`config.mk`:
```
export PLATFORM = sky130hd
export DESIGN_NAME = poly_voice_allocator
export DESIGN_NICKNAME = d
export VERILOG_FILES = /design/src/rtl/core/pva_pkg.sv /design/src/rtl/core/pva_ctrl.sv /design/src/rtl/core/pva_dpath.sv /design/src/rtl/core/poly_voice_allocator.sv
export SDC_FILE = /design/constraint.sdc
export NUM_CORES = 1
export LEC_CHECK = 0
export ABC_CLOCK_PERIOD_IN_PS = 4200
export BUFFER_PORTS_ARGS = -buffer_cell sky130_fd_sc_hd__buf_4
export CAP_MARGIN = 20
export CORE_ASPECT_RATIO = 1.2
export CORE_MARGIN = 8
export CORE_UTILIZATION = 50
export CTS_CLUSTER_DIAMETER = 200
export DETAILED_ROUTE_END_ITERATION = 12
export GPL_ROUTABILITY_DRIVEN = 0
export PLACE_DENSITY = 0.66
export SYNTH_ARGS = -nofsm -noshare
export SYNTH_HDL_FRONTEND = slang
export SYNTH_SLANG_ARGS = --single-unit
```
`constraint.sdc`:
```
create_clock -name i_clk -period 4.2 [get_ports i_clk]
set_input_delay 0.63 -clock i_clk [delete_from_list [all_inputs] [get_ports i_clk]]
set_output_delay 0.63 -clock i_clk [all_outputs]
set_load 0.01 [all_outputs]
```
`src/rtl/core/pva_pkg.sv`:
```
// Package for the voice allocator: command and action codes, parameter
// defaults and the control/status bundles between controller and datapath.
// No dependencies.
`timescale 1ns / 1ps

package pva_pkg;

    localparam int VOICES_DEF   = 8;
    localparam int AGE_BITS_DEF = 16;

    localparam int MASK_BITS    = 8;   // width of finished_mask
    localparam int VIDX_BITS    = 3;   // width of voice_index
    localparam int NOTE_BITS    = 7;
    localparam int CMD_BITS     = 2;
    localparam int ACT_BITS     = 2;

    // input command codes
    localparam logic [CMD_BITS-1:0] CMD_NOTE_ON  = 2'd0;
    localparam logic [CMD_BITS-1:0] CMD_NOTE_OFF = 2'd1;
    localparam logic [CMD_BITS-1:0] CMD_TICK     = 2'd2;

    // result action codes
    localparam logic [ACT_BITS-1:0] ACT_NONE    = 2'd0;
    localparam logic [ACT_BITS-1:0] ACT_START   = 2'd1;
    localparam logic [ACT_BITS-1:0] ACT_STEAL   = 2'd2;
    localparam logic [ACT_BITS-1:0] ACT_RELEASE = 2'd3;

    // controller -> datapath
    typedef struct packed {
        logic load;     // capture request fields, restart scan
        logic scan;     // one voice per cycle
        logic commit;   // update voice state, load result register
    } t_ctl;

    // datapath -> controller
    typedef struct packed {
        logic needs_scan;  // note on / note off
        logic hit;         // current voice matches
        logic last;        // current voice is the highest one
    } t_stat;

endpackage

```
`src/rtl/core/pva_ctrl.sv`:
```
// Controller FSM for the voice allocator: sequences accept, voice scan and
// commit, and owns both handshakes. Depends on pva_pkg.
`timescale 1ns / 1ps

module pva_ctrl (
    input  logic          i_clk,
    input  logic          i_rst_n,
    input  logic          s_tvalid,
    output logic          s_tready,
    output logic          m_tvalid,
    input  logic          m_tready,
    input  pva_pkg::t_stat i_stat,
    output pva_pkg::t_ctl  o_ctl
);

    typedef enum logic [2:0] {
        ST_IDLE   = 3'b001,
        ST_SCAN   = 3'b010,
        ST_COMMIT = 3'b100
    } t_state;

    t_state r_state, n_state;
    logic   r_mvalid, n_mvalid;
    logic   w_commit;

    assign s_tready = (r_state == ST_IDLE);
    assign m_tvalid = r_mvalid;

    // result register free or draining this cycle
    assign w_commit = (r_state == ST_COMMIT) && (!r_mvalid || m_tready);

    assign o_ctl.load   = s_tvalid && (r_state == ST_IDLE);
    assign o_ctl.scan   = (r_state == ST_SCAN);
    assign o_ctl.commit = w_commit;

    always_comb begin
        n_state = r_state;
        unique case (r_state)
            ST_IDLE: begin
                if (s_tvalid) n_state = ST_SCAN;
            end
            ST_SCAN: begin
                if (!i_stat.needs_scan || i_stat.hit || i_stat.last) n_state = ST_COMMIT;
            end
            ST_COMMIT: begin
                if (w_commit) n_state = ST_IDLE;
            end
            default: n_state = ST_IDLE;
        endcase
    end

    always_comb begin
        n_mvalid = r_mvalid;
        if (w_commit)      n_mvalid = 1'b1;
        else if (m_tready) n_mvalid = 1'b0;
    end

    always_ff @(posedge i_clk) begin
        if (!i_rst_n) begin
            r_state  <= ST_IDLE;
            r_mvalid <= 1'b0;
        end else begin
            r_state  <= n_state;
            r_mvalid <= n_mvalid;
        end
    end

endmodule

```
`src/rtl/core/pva_dpath.sv`:
```
// Datapath for the voice allocator: per-voice note/busy/age registers,
// serial voice scan with oldest tracking, result register. Depends on pva_pkg.
`timescale 1ns / 1ps

module pva_dpath #(
    parameter int VOICES   = pva_pkg::VOICES_DEF,
    parameter int AGE_BITS = pva_pkg::AGE_BITS_DEF
) (
    input  logic                           i_clk,
    input  logic                           i_rst_n,
    input  pva_pkg::t_ctl                  i_ctl,
    output pva_pkg::t_stat                 o_stat,
    input  logic [pva_pkg::CMD_BITS-1:0]   i_cmd,
    input  logic [pva_pkg::NOTE_BITS-1:0]  i_note,
    input  logic [pva_pkg::MASK_BITS-1:0]  i_mask,
    output logic [pva_pkg::ACT_BITS-1:0]   o_action,
    output logic [pva_pkg::VIDX_BITS-1:0]  o_voice_index,
    output logic [pva_pkg::NOTE_BITS-1:0]  o_voice_note
);

    localparam int IDX_W = (VOICES > 1) ? $clog2(VOICES) : 1;
    localparam logic [IDX_W-1:0] LAST_IDX = IDX_W'(VOICES - 1);

    // voice state
    logic [pva_pkg::NOTE_BITS-1:0] r_held [VOICES];
    logic [VOICES-1:0]             r_busy;
    logic [AGE_BITS-1:0]           r_age  [VOICES];

    // captured request
    logic [pva_pkg::CMD_BITS-1:0]  r_cmd;
    logic [pva_pkg::NOTE_BITS-1:0] r_note;
    logic [pva_pkg::MASK_BITS-1:0] r_mask;

    // scan state
    logic [IDX_W-1:0]              r_idx;
    logic                          r_found;
    logic [IDX_W-1:0]              r_sel;
    logic [IDX_W-1:0]              r_old_idx;
    logic [AGE_BITS-1:0]           r_old_age;

    // result register
    logic [pva_pkg::ACT_BITS-1:0]  r_action;
    logic [pva_pkg::VIDX_BITS-1:0] r_vidx;
    logic [pva_pkg::NOTE_BITS-1:0] r_vnote;

    logic [VOICES-1:0]             w_fin;
    logic                          w_match;
    logic                          w_hit;
    logic                          w_last;
    logic [IDX_W-1:0]              w_pick;
    logic [31:0]                   w_pick_ext;

    // only the low mask bits map onto voices
    for (genvar g = 0; g < VOICES; g++) begin : g_fin
        if (g < pva_pkg::MASK_BITS) begin : g_bit
            assign w_fin[g] = r_mask[g];
        end else begin : g_none
            assign w_fin[g] = 1'b0;
        end
    end

    assign w_match = (r_held[r_idx] == r_note);
    assign w_last  = (r_idx == LAST_IDX);

    always_comb begin
        case (r_cmd)
            pva_pkg::CMD_NOTE_ON:  w_hit = !r_busy[r_idx] || w_match;
            pva_pkg::CMD_NOTE_OFF: w_hit = w_match;
            default:               w_hit = 1'b0;
        endcase
    end

    assign o_stat.needs_scan = (r_cmd == pva_pkg::CMD_NOTE_ON) ||
                               (r_cmd == pva_pkg::CMD_NOTE_OFF);
    assign o_stat.hit        = w_hit;
    assign o_stat.last       = w_last;

    assign w_pick     = r_found ? r_sel : r_old_idx;
    assign w_pick_ext = 32'(w_pick);

    // request capture and scan bookkeeping
    always_ff @(posedge i_clk) begin
        if (i_ctl.load) begin
            r_cmd     <= i_cmd;
            r_note    <= i_note;
            r_mask    <= i_mask;
            r_idx     <= '0;
            r_found   <= 1'b0;
            r_sel     <= '0;
            r_old_idx <= '0;
            r_old_age <= '0;
        end else if (i_ctl.scan && o_stat.needs_scan) begin
            if (w_hit) begin
                r_found <= 1'b1;
                r_sel   <= r_idx;
            end else begin
                // strict compare keeps the lowest index on ties
                if (r_age[r_idx] > r_old_age) begin
                    r_old_age <= r_age[r_idx];
                    r_old_idx <= r_idx;
                end
                if (!w_last) r_idx <= r_idx + 1'b1;
            end
        end
    end

    // voice state
    always_ff @(posedge i_clk) begin
        if (!i_rst_n) begin
            r_busy <= '0;
            for (int v = 0; v < VOICES; v++) begin
                r_held[v] <= '0;
                r_age[v]  <= '0;
            end
        end else if (i_ctl.commit) begin
            case (r_cmd)
                pva_pkg::CMD_NOTE_ON: begin
                    r_held[w_pick] <= r_note;
                    r_busy[w_pick] <= 1'b1;
                    if (!r_found) r_age[w_pick] <= '0;
                end
                pva_pkg::CMD_TICK: begin
                    for (int v = 0; v < VOICES; v++) begin
                        if (r_busy[v]) begin
                            if (r_age[v] != '1) r_age[v] <= r_age[v] + 1'b1;
                        end else begin
                            r_age[v] <= '0;
                        end
                        if (w_fin[v]) r_busy[v] <= 1'b0;
                    end
                end
                default: ;
            endcase
        end
    end

    // result register
    always_ff @(posedge i_clk) begin
        if (i_ctl.commit) begin
            r_action <= pva_pkg::ACT_NONE;
            r_vidx   <= '0;
            r_vnote  <= '0;
            case (r_cmd)
                pva_pkg::CMD_NOTE_ON: begin
                    r_action <= r_found ? pva_pkg::ACT_START : pva_pkg::ACT_STEAL;
                    r_vidx   <= w_pick_ext[pva_pkg::VIDX_BITS-1:0];
                    r_vnote  <= r_note;
                end
                pva_pkg::CMD_NOTE_OFF: begin
                    if (r_found) begin
                        r_action <= pva_pkg::ACT_RELEASE;
                        r_vidx   <= w_pick_ext[pva_pkg::VIDX_BITS-1:0];
                        r_vnote  <= r_note;
                    end
                end
                default: ;
            endcase
        end
    end

    assign o_action      = r_action;
    assign o_voice_index = r_vidx;
    assign o_voice_note  = r_vnote;

endmodule

```
`src/rtl/core/poly_voice_allocator.sv`:
```
// Polyphonic voice allocator, oldest-voice stealing. Top level over pva_ctrl/pva_dpath.
// Throughput: one request at a time; the serial voice scan compares one voice
//   per cycle.
// Reset (i_rst_n, synchronous, active low): all voices idle, notes and ages zero,
//   no result pending.
`timescale 1ns / 1ps

module poly_voice_allocator #(
    parameter int VOICES   = pva_pkg::VOICES_DEF,
    parameter int AGE_BITS = pva_pkg::AGE_BITS_DEF
) (
    input  logic        i_clk,
    input  logic        i_rst_n,
    // request side
    input  logic        s_tvalid,
    output logic        s_tready,
    input  logic [15:0] s_tdata,   // [6:0] note_number, [14:7] finished_mask, [15] zero
    input  logic [1:0]  s_tuser,   // [1:0] cmd
    // result side
    output logic        m_tvalid,
    input  logic        m_tready,
    output logic [15:0] m_tdata,   // [2:0] voice_index, [9:3] voice_note, [15:10] zero
    output logic [1:0]  m_tuser    // [1:0] action
);

    pva_pkg::t_ctl  w_ctl;
    pva_pkg::t_stat w_stat;

    logic [pva_pkg::ACT_BITS-1:0]  w_action;
    logic [pva_pkg::VIDX_BITS-1:0] w_vidx;
    logic [pva_pkg::NOTE_BITS-1:0] w_vnote;

    // FSM: idle -> scan (one voice per cycle, early exit on hit) -> commit
    pva_ctrl u_ctrl (
        .i_clk    (i_clk),
        .i_rst_n  (i_rst_n),
        .s_tvalid (s_tvalid),
        .s_tready (s_tready),
        .m_tvalid (m_tvalid),
        .m_tready (m_tready),
        .i_stat   (w_stat),
        .o_ctl    (w_ctl)
    );

    // voice table, scan pointer, oldest tracker, result register
    pva_dpath #(
        .VOICES   (VOICES),
        .AGE_BITS (AGE_BITS)
    ) u_dpath (
        .i_clk         (i_clk),
        .i_rst_n       (i_rst_n),
        .i_ctl         (w_ctl),
        .o_stat        (w_stat),
        .i_cmd         (s_tuser),
        .i_note        (s_tdata[6:0]),
        .i_mask        (s_tdata[14:7]),
        .o_action      (w_action),
        .o_voice_index (w_vidx),
        .o_voice_note  (w_vnote)
    );

    assign m_tuser = w_action;
    assign m_tdata = {6'b0, w_vnote, w_vidx};

    // ---------------------------------------------------------------
    // checks
    // ---------------------------------------------------------------

    // action none always carries zero index and note
    a_none_zero: assert property (@(posedge i_clk) disable iff (!i_rst_n)
        (m_tvalid && (m_tuser == pva_pkg::ACT_NONE)) |-> (m_tdata == 16'd0))
        else $error("action none with nonzero payload");

    // one request in flight: no accept right after an accept
    a_one_inflight: assert property (@(posedge i_clk) disable iff (!i_rst_n)
        (s_tvalid && s_tready) |=> !s_tready)
        else $error("request accepted while previous one in flight");

    // a new result appears only from a commit
    a_valid_from_commit: assert property (@(posedge i_clk) disable iff (!i_rst_n)
        $rose(m_tvalid) |-> $past(w_ctl.commit))
        else $error("result valid without commit");

    // commit never overwrites a result the sink has not taken
    a_no_overwrite: assert property (@(posedge i_clk) disable iff (!i_rst_n)
        w_ctl.commit |-> (!m_tvalid || m_tready))
        else $error("result overwritten");

endmodule

```
==> results.json <==
{
  "viasPerCell": 6.16,
  "p_clk_frac": 0.463,
  "drt_iter0_drc": 809,
  "internal_power_mw": 4.07,
  "multi_input_area_um2": 7010,
  "ys.warnings.count": 0,
  "clk_pin_slew_ns": 0.06,
  "ys_seq_area_frac": 0.440,
  "drtAntennaViolNets": 0,
  "io_pins": 42,
  "rows": 66,
  "cts.htree.levels": 1,
  "synth_top_family_by_area": "simple AND/OR/NAND/NOR gates",
  "cts_sinks": 254,
  "cts_resized": 0,
  "drt_pass1_iterations": 5,
  "synth.most_common_cell": "dfxtp_1",
  "worst_ep_arrival_time_ns": 4.09,
  "hpwl_mm": 24.4,
  "die_x_um": 166,
  "skew_ns": 0.0154,
  "p_leak_nw": 5.21,
  "core_um2": 26800,
  "yosys-top-cells-area": "dfxtp_1, edfxtp_1, mux4_2",
  "synth_xor_area_frac": 0.0162,
  "start_util": 0.502,
  "comb_power_share": 0.037,
  "fmax_mhz": 275,
  "crit_fanout": 16,
  "grt_antenna_before_repair": 0,
  "min_path_type": "in2reg",
  "hold_violations": 0,
  "relSlewSlack": 0.273,
  "synth_edf_count": 85,
  "tightestPinTransition_ns": 1.09,
  "ys_types": 69,
  "synth-compound-area-share": 0.156,
  "post-route-period-util": 0.867,
  "remaining_drc_errors": 0,
  "synth_area_um2": 13500,
  "cts_tree": "done",
  "dieArea_um2": 32500,
  "seqCellArea_um2": 5940,
  "wl_per_cell_um": 19.7,
  "outcome": "complete, no violations",
  "cp-start-kind": "flop",
  "io_buffers": 34,
  "max_stage_delay_ns": 0.54,
  "synth_area_leader_cell": "dfxtp_1",
  "synth_common_cells": "dfxtp_1, a21oi_1, nor2_1",
  "slowest_stage": "mux4_2",
  "async_flop_share": 0,
  "vdd_ir_drop_max_v": 0.000293,
  "synth_flop_cell": "dfxtp_1",
  "power_mw": 5.23,
  "avgSynthCellArea_um2": 9.79,
  "routed-via-count": 10800,
  "gr-total-overflow": 0,
  "synthSimpleGateAreaFrac": 0.216,
  "switching_share": 0.222,
  "end_kind": "flop",
  "grt_max_degree": 47,
  "path_common_cell": "a21oi_1",
  "grt_pass1_wl_mm": 55.6,
  "rsz0062_at_grt": "false",
  "dieHeight_um": 196,
  "switchingPower_mw": 1.16,
  "synth-seq-cells": 254,
  "drt_wl_total_mm": 34.5,
  "drv_slew": 0,
  "clkLatencyLatePin_ns": 0.54,
  "pwr-share-seq": 0.500,
  "fin_crit_ns": 3.64,
  "crit_path_cell_trace": "buf_4 -> mux4_2 -> mux2_2 -> ha_1 -> a211oi_1 -> o211ai_1 -> a221oi_1 -> a21oi_1 -> o21ai_1 -> buf_12 -> o21ai_0 -> a21oi_1",
  "root_buffer": "clkbuf_16",
  "holdBufCountCts": 0,
  "finalSetupTns_ns": 0,
  "fillers": 2382,
  "crit_type": "reg2reg",
  "cts_buffers": 27,
  "finalSetupViolCount": 0,
  "power_density_nw_per_um2": 352,
  "layout-drive-gt1-share": 0.128,
  "cts_setup_buffers": 0,
  "r2r_slack_ns": 0.56,
  "final_nets": 1441,
  "syn_to_final_growth_pct": 10.3,
  "cts_buffer_depth": 3,
  "cp.required_ns": 4.65,
  "num_antenna_cells": 0,
  "synth_cells": 1376,
  "yosysTopAreaCellShare": 0.251,
  "synthAdderAreaFrac": 0.0241,
  "cap_violations": 0,
  "muxShareOfSynthArea": 0.104,
  "grt_usage": 0.207,
  "grt_pass1_vias": 10400
}
[per-layer routing]
metal	wire length [um]	GRT usage
met1	15000	0.265
met5	0	0
met2	16800	0.360
met4	982	0.0688
met3	1750	0.0247
[cell type report]
| class | count | share of cell area |
|---|---|---|
| Clock buffer | 32 | 0.0467 |
| Clock inverter | 18 | 0.0129 |
| Inverter | 28 | 0.00707 |
| Multi-Input combinational cell | 1016 | 0.471 |
| Sequential cell | 254 | 0.399 |
| Tap cell | 340 | 0.0286 |
| Timing Repair Buffer | 66 | 0.0340 |
[kinds of logic (layout without fill, tap and decap cells)]
family                   Yosys count  after routing
multiplexers                      81             81
flip-flops                       254            254
adder cells (fa/ha/maj)           26             26
XOR/XNOR                          25             25
other                              1              6
buffers and inverters            111            144
AO/OA/AOI/OAI                    333            333
AND/OR/NAND/NOR                  545            545
[registers in the layout, summed over array words and instances, names as in the netlist, 3 cells and up, named ones only]
name                   cells
u_dpath.r_mask             8
u_dpath.o_voice_note       7
u_dpath.r_sel              3
u_dpath.r_old_idx          3
u_dpath.r_busy             8
u_ctrl.r_state             3
u_dpath.r_held            56
u_dpath.r_idx              3
u_dpath.r_old_age         16
u_dpath.r_note             7
u_dpath.o_voice_index      3
u_dpath.r_age            128
[path summary, 6_finish.rpt]
path / start / endpoint / cells past startpoint
max: flop / u_dpath.r_old_idx[2] / 12
min: s_tdata[12] / u_dpath.r_mask[5] / 1
max reg2reg: flop / u_dpath.r_old_idx[2] / 12
min reg2reg: u_dpath.r_age[7][1] / u_dpath.r_age[7][1] / 2
[power groups by stage]
| stage | combinational (mW) | sequential, mW | clock, mW |
|---|---|---|---|
| finish | 0.195 | 2.62 | 2.42 |
| floorplan | 0.157 | 2.64 | 0 |
| detailed placement | 0.195 | 2.67 | 0 |
| CTS | 0.196 | 2.62 | 2.47 |
| global route | 0.212 | 2.62 | 2.56 |
| global placement | 0.193 | 2.67 | 0 |
[cell usage in the layout (no fill, tap or decap), drive strengths merged, types with 21 or more instances in the layout]
cell type and count:
and2 68, nand2 84, mux4 44, a21oi 134
buf 65, nor3 57, nand3 44, and3 49
a311oi 39, o21ai 74, inv 29, edfxtp 85
clkbuf 33, dfxtp 169, nor2 113, ha 26
nand2b 29, mux2i 21
[critical path, delay by kind of cell (launching register included)]
family / cells / cell delay (ns)
fa+ha+maj: 1 / 0.33
flops: 1 / 0.33
compound gates: 7 / 1.56
mux: 2 / 0.83
buf+inv: 2 / 0.50
[through the flow]
| stage | utilization | cell area [um^2] | setup WS (ns) | cells | hold WS, ns |
|---|---|---|---|---|---|
| after floorplan | - | 13500 | 0.535 | 1381 | 0.456 |
| after CTS | 0.554 | 14900 | 0.575 | 1753 | 0.247 |
| final | 0.554 | 14900 | 0.558 | 1754 | 0.266 |
| after global placement | 0.521 | 14000 | 0.650 | 1703 | 0.482 |
| after global routing | 0.554 | 14900 | 0.220 | 1754 | 0.245 |
| after detailed placement | 0.521 | 14000 | 0.603 | 1703 | 0.492 |
(Power assumes the default switching activity.)
